==> src/rtl/core/hfmls_ram.sv <==
// Generic single-port-write, single-port-read RAM with a registered read.
module hfmls_ram #(
    parameter int WIDTH = 32,
    parameter int DEPTH = 32
) (
    input  logic                                       aclk,
    input  logic                                       we,
    input  logic [((DEPTH > 1) ? $clog2(DEPTH) : 1)-1:0] waddr,
    input  logic [WIDTH-1:0]                           wdata,
    input  logic [((DEPTH > 1) ? $clog2(DEPTH) : 1)-1:0] raddr,
    output logic [WIDTH-1:0]                           rdata
);
    logic [WIDTH-1:0] mem [DEPTH];

    always_ff @(posedge aclk) begin
        if (we) mem[waddr] <= wdata;
        rdata <= mem[raddr];
    end
endmodule

==> config.mk <==
export PLATFORM = sky130hd
export DESIGN_NAME = hfmls_ram
export DESIGN_NICKNAME = d
export VERILOG_FILES = /design/src/rtl/core/hfmls_ram.sv
export SDC_FILE = /design/constraint.sdc
export NUM_CORES = 1
export LEC_CHECK = 0
export BUFFER_PORTS_ARGS = -buffer_cell sky130_fd_sc_hd__buf_2
export CORE_MARGIN = 2
export CORE_UTILIZATION = 40
export CTS_CLUSTER_SIZE = 20
export DETAILED_ROUTE_END_ITERATION = 10
export PLACE_DENSITY_LB_ADDON = 0.15
export SKIP_CTS_REPAIR_TIMING = 1
export SYNTH_ARGS = -nofsm -noshare
export SYNTH_HDL_FRONTEND = slang
export SYNTH_SLANG_ARGS = --single-unit
==> constraint.sdc <==
create_clock -name aclk -period 5.8 [get_ports aclk]
set_input_delay 0.58 -clock aclk [delete_from_list [all_inputs] [get_ports aclk]]
set_output_delay 0.58 -clock aclk [all_outputs]
set_load 0.1 [all_outputs]
==> impl_results.md, run 1 <==
* RSZ-0062 raised after global routing: no
* Leakage at 16.0 nW
* Power density over the cells at 359 mW/mm^2
* Minimum clock period at 2.92 ns
* Final net count at 2423
* Internal power at 0.0129 W
* HPWL Detailed at 60.2 mm
* Max-slew headroom at 0.105
* Crit-path cells: buf_8, buf_4, buf_4, mux2i_1, a22o_1, nor3_1, a31oi_1, nand3_1
* FP Rows at 116
* Asr flop ratio synth at 0
* Vias in the first global route at 21.2k
* Core Box Area at 0.100 mm^2
* Critical Path End Type: flip-flop
* Ys Warns at 0
* Arrival time at the worst endpoint at 3.37 ns
* Met3 Usage GRT at 0.0303
* Initial antenna violation count at 7
* Worst Skew at 0.0304 ns
* Final Cell Area at 0.0462 mm^2
* Type of origin of the critical path: input port
* MaxCap Viol Count at 0
* Sequential cell area at 0.0314 mm^2
* CTS tree: done
* Clock Power Share at 0.423
* Combinational share of power at 0.062
* Setup violators final at 0
* Commonest cells in the netlist: edfxtp_1 (1024), mux2i_1 (512), nand2_1 (98), nand3_1 (98)
* DRC viols at 0
* GPL Wtd Cong at 0.760
* Psw at 0.00372 W
* Total number of vias at 21.0k
* Post-Place Cell Area at 0.0426 mm^2
* Leading area contributor after synthesis: edfxtp_1
* Switching Share at 0.225
* DIE AREA at 0.104 mm^2
* Critical Path Max Stage Delay at 0.74 ns
* Top Family by Delay on Critical Path: buffers and inverters
* Buf/Inv on CP at 3
* Worst vdd ir at 0.230 mV
* Synth Instances at 2260
* Post-synth top area share at 0.760
* Drt first pass iters at 5
* Via density at 5.58
* Share of layout cells above drive strength 1 at 0.139
* Largest net degree at the start of global routing at 98
* Syn Area/Cell at 17.9 um^2
* Max Clock Freq at 0.342 GHz
* Hold WC Path Type: input port to flip-flop
* Number of buffers created by CTS at 110
* Io pins at 76
* Crit Path Category: input port to flip-flop
* Layout area overhead at 14.1%
* Syn Nets at 2304
* Detail Route Antenna Nets at 0
* Most numerous cell on the critical path: buf_4
* Synth unique cells at 25
* Top cells by area, synth: edfxtp_1 (76%), mux2i_1 (13%), a22oi_1 (1.8%)
* Met1 usage at 0.285
* Antenna cells at 0
* Sequential element share of the synthesized area at 0.775
* Die Ht at 322 um
* Gr busiest metal: met2
* Total Routed Length at 109 mm
* Final hold violations at 0
* Filler cell count at 8533
* Clk pin slew, worst setup/hold paths at 0.06 ns
* # port buffers at 75
* Total Power at 0.0166 W
* Seq pwr share at 0.514
* Post-Route Setup TNS at 0 ns
* Drt first-iter violations at 2086
* Clk_lat worst skew at 0.69 ns
* Synthesized flop and latch total at 1056
* Mapped Area at 0.0405 mm^2
* Ys flop type: edfxtp_1
* Initial Utilization at 0.404
* Final slew viol count at 0
* Root Driver: clkbuf_16
* Max Root-Sink Buffers at 3
* Total congestion overflow at 0
* CP max stage cell: buf_8
* Crit path max fanout at 97
* Area of the multi-input gates at 0.00861 mm^2
* Overall Global Routing Usage at 0.210
* WL per Instance at 28.9 um
* Post-synth EDFFs at 1024
* H-tree depth at 3
* Fin crit share at 0.504
* Status: finished clean
* Die W at 322 um
* First-pass GRT wire length at 155 mm
* Worst Tran Pin Value at 1.34 ns
* Most frequent cell after synthesis: edfxtp_1
* Clock sink count at 1056
* Worst EP required at 6.25 ns
* Grt met2 use at 0.358
-- state kept, by name, indices dropped and copies added (netlist names) --
signal  count
rdata      32
mem      1024
-- power by group through the flow --
stage | registers (W) | logic, W | clock network (W)
CTS | 0.00854 | 0.00105 | 0.00715
finish | 0.00853 | 0.00103 | 0.00702
floorplan | 0.00889 | 0.000438 | 0
global route | 0.00854 | 0.00109 | 0.00746
global placement | 0.00869 | 0.00103 | 0
detailed placement | 0.00870 | 0.00104 | 0
-- layout make-up --
type	instances	share of cell area
clock buffers	141	0.0648
clock inverters	62	0.0136
multi-input cells	1077	0.186
flip-flops and latches	1056	0.679
well taps	1298	0.0351
repair buffers	134	0.0209
-- metrics by stage --
step | worst slack, ns | hold slack [ns] | cells | util
2_1_floorplan | 2.79 | 0.553 | 2260 | -
3_3_place_gp | 2.17 | 0.589 | 3561 | 0.424
3_5_place_dp | 2.15 | 0.593 | 3565 | 0.425
4_1_cts | 2.88 | 0.368 | 3768 | 0.461
5_1_grt | 2.76 | 0.414 | 3768 | 0.461
6_report | 2.88 | 0.414 | 3768 | 0.461
-- cell usage in the layout (no fill, tap or decap), drive strengths merged --
cell	Yosys	final
edfxtp	1024	1024
mux2i	512	512
clkbuf	48	141
buf	79	134
nand3	98	98
nand2	98	98
a22oi	96	96
a21oi	96	96
a22o	64	64
clkinv	0	40
nor2	34	34
nor3	32	32
a31oi	32	32
dfxtp	32	32
bufinv	0	11
clkinvlp	0	9
nand3b	5	5
or3b	3	3
nand2b	2	2
inv	0	2
or3	1	1
and2b	1	1
nor2b	1	1
and2	1	1
or2	1	1
-- worst paths after layout --
check	startpoint	end	slack, ns	depth (start not counted)
min	wdata[1]	mem[31][1]	0.41	1
min reg2reg	mem[26][1]	rdata[1]	0.61	4
max reg2reg	mem[5][13]	rdata[13]	4.02	5
max	raddr[0]	rdata[12]	2.88	8
-- cell families after synthesis --
group,share of synthesized area
AO/OA/AOI/OAI,0.0485
AND/OR/NAND/NOR,0.0310
buffers and inverters,0.0186
flip-flops,0.775
multiplexers,0.127
-- layer usage --
metal	share of wire	vias to the layer above
met3	0.049	144
li1	-	9225
met4	0.019	2
met2	0.50	602
met1	0.43	11000
met5	0.00010	-
Power figures use the tool's default switching activity.
==> inputs of run 2 (changes only) <==
--- a/config.mk
+++ b/config.mk
@@ -5,6 +5,7 @@
 export SDC_FILE = /design/constraint.sdc
 export NUM_CORES = 1
 export LEC_CHECK = 0
+export ABC_AREA = 1
 export BUFFER_PORTS_ARGS = -buffer_cell sky130_fd_sc_hd__buf_2
 export CORE_MARGIN = 2
 export CORE_UTILIZATION = 40
==> constraint.sdc (replaced) <==
create_clock -name aclk -period 2.7 [get_ports aclk]
set_input_delay 0.27 -clock aclk [delete_from_list [all_inputs] [get_ports aclk]]
set_output_delay 0.27 -clock aclk [all_outputs]
set_load 0.1 [all_outputs]
==> run 2 against run 1 <==
Effect of this change: clock power increased by 130%; design area up 4.6%; non-clock buffer count grew 43; cell count is 35% higher; worst hold slack got worse by 0.31 ns; combinational power rose by 140%; highest routed layer unchanged.
==> impl_results.md, run 2 <==
* CP max stage cell: dfxtp_1
* Hold WC Path Type: input port to flip-flop
* Final net count at 3652
* Drt first-iter violations at 2563
* Io pins at 76
* Type of origin of the critical path: flip-flop
* Worst EP required at 2.43 ns
* Max Clock Freq at 0.507 GHz
* Largest net degree at the start of global routing at 114
* Core Box Area at 0.105 mm^2
* Clock Power Share at 0.431
* HPWL Detailed at 60.0 mm
* Syn Nets at 3580
* Worst Skew at 0.0233 ns
* Crit path max fanout at 1
* Total Routed Length at 120 mm
* Internal power at 0.0283 W
* Overall Global Routing Usage at 0.221
* Final hold violations at 0
* FP Rows at 119
* H-tree depth at 3
* Via density at 5.23
* Max FFs per register at 1024
* Total number of vias at 26.7k
* Asr flop ratio synth at 0
* Worst vdd ir at 0.480 mV
* Fin cells at 5097
* Largest Register: mem
* Post-Route Setup TNS at 0 ns
* Total Power at 0.0366 W
* Most frequent cell after synthesis: nand2_1
* Sequential element share of the synthesized area at 0.740
* Commonest non-fill, non-tap cell in the layout: nand2_1
* Synth Instances at 3536
* Post-synth top area share at 0.725
* Seq pwr share at 0.501
* Status: finished clean
* RSZ-0062 raised after global routing: no
* Buf/Inv on CP at 1
* Combinational share of power at 0.069
* Setup violators final at 0
* Clk pin slew, worst setup/hold paths at 0.06 ns
* Die Ht at 330 um
* DIE AREA at 0.109 mm^2
* First-pass GRT wire length at 175 mm
* Share of layout cells above drive strength 1 at 0.103
* Post-synth EDFFs at 1024
* Switching Share at 0.227
* Arrival time at the worst endpoint at 1.70 ns
* MaxCap Viol Count at 0
* Layout area overhead at 14.0%
* Fin crit share at 0.731
* Detail Route Antenna Nets at 0
* Synthesized flop and latch total at 1056
* Power density over the cells at 757 mW/mm^2
* Post-Place Cell Area at 0.0445 mm^2
* Initial Utilization at 0.403
* Final slew viol count at 0
* Commonest cells in the netlist: nand2_1 (1440), edfxtp_1 (1024), nand3_1 (780)
* Final hold slack at 0.101 ns
* Clock sink count at 1056
* Crit-path cells: buf_2
* DRC viols at 0
* Biggest regs: mem x1024, rdata x32
* WL per Instance at 23.5 um
* Leading area contributor after synthesis: edfxtp_1
* Commonest non-fill, non-tap cells in the layout: nand2_1 (1440), edfxtp_1 (1024), nand3_1 (780), clkbuf_16 (113), buf_2 (71)
* # port buffers at 75
* Leakage at 17.7 nW
* Critical Path Max Stage Delay at 0.51 ns
* Clk_lat worst skew at 0.68 ns
* Ys flop type: edfxtp_1
* Max-slew headroom at 0.436
* Root Driver: clkbuf_16
* Placed cells at 4886
* Syn Area/Cell at 12.0 um^2
* Crit Path Category: flip-flop to output port
* Vias in the first global route at 25.9k
* Top cells by area, synth: edfxtp_1 (73%), nand2_1 (13%), nand3_1 (9.2%)
* Drt first pass iters at 6
* Final Cell Area at 0.0483 mm^2
* Synth unique cells at 14
* Minimum clock period at 1.97 ns
* Critical Path End Type: output port
* GPL Wtd Cong at 0.735
* Mapped Area at 0.0424 mm^2
* Psw at 0.00832 W
* Worst Tran Pin Value at 0.845 ns
* Initial antenna violation count at 6
* Max Root-Sink Buffers at 3
* Ys Warns at 0
* Top Family by Delay on Critical Path: flip-flops
* Number of buffers created by CTS at 111
* Die W at 330 um
* Total congestion overflow at 0
* CTS tree: done
==> run 2: layout make-up <==
type,count,area (um^2)
fillers,9539,56900
diodes,1,2.50
multi-input cells,2252,9670
clock buffers,146,3060
repair buffers,177,1670
inverters,10,68.8
clock inverters,64,729
well taps,1391,1740
flip-flops and latches,1056,31400
==> run 2: power by group through the flow <==
stage / logic (W) / clock network (W) / registers (W)
after floorplan: 0.00125 / 0 / 0.0191
after global placement: 0.00252 / 0 / 0.0187
after detailed placement: 0.00253 / 0 / 0.0187
after CTS: 0.00254 / 0.0160 / 0.0183
after global routing: 0.00275 / 0.0166 / 0.0183
final: 0.00251 / 0.0158 / 0.0183
==> run 2: cell families (layout without fill, tap and decap cells) <==
logic type	Yosys count	in the layout	synth area share
buffers and inverters	228	397	0.0374
other	0	1	0
DFF	1056	1056	0.740
and+or+nand+nor	2252	2252	0.222
==> run 2: metrics by stage <==
stage,setup WS [ns],util
final,0.727,0.459
after floorplan,0.354,-
after CTS,0.693,0.459
after detailed placement,0.668,0.423
after global routing,0.677,0.459
after global placement,0.683,0.423
==> run 2: path summary, 6_finish.rpt <==
kind                                    end  slack (ns)  startpoint  cells past startpoint
worst max-delay path              rdata[17]        0.73   rdata[17]                      1
worst min-delay path            mem[14][13]        0.10   wdata[13]                      1
worst max register to register     rdata[1]        1.55  mem[25][1]                      8
worst min register to register    rdata[16]        0.73  mem[2][16]                      8
==> run 2: routing by layer <==
metal / routed length [um] / up-vias / share of wire / track usage
met5: 16 / - / 0.00013 / 0
met4: 3110 / 2 / 0.026 / 0.0635
met3: 6230 / 176 / 0.052 / 0.0311
met2: 58500 / 760 / 0.49 / 0.375
met1: 51900 / 13200 / 0.43 / 0.295
li1: - / 12500 / - / -
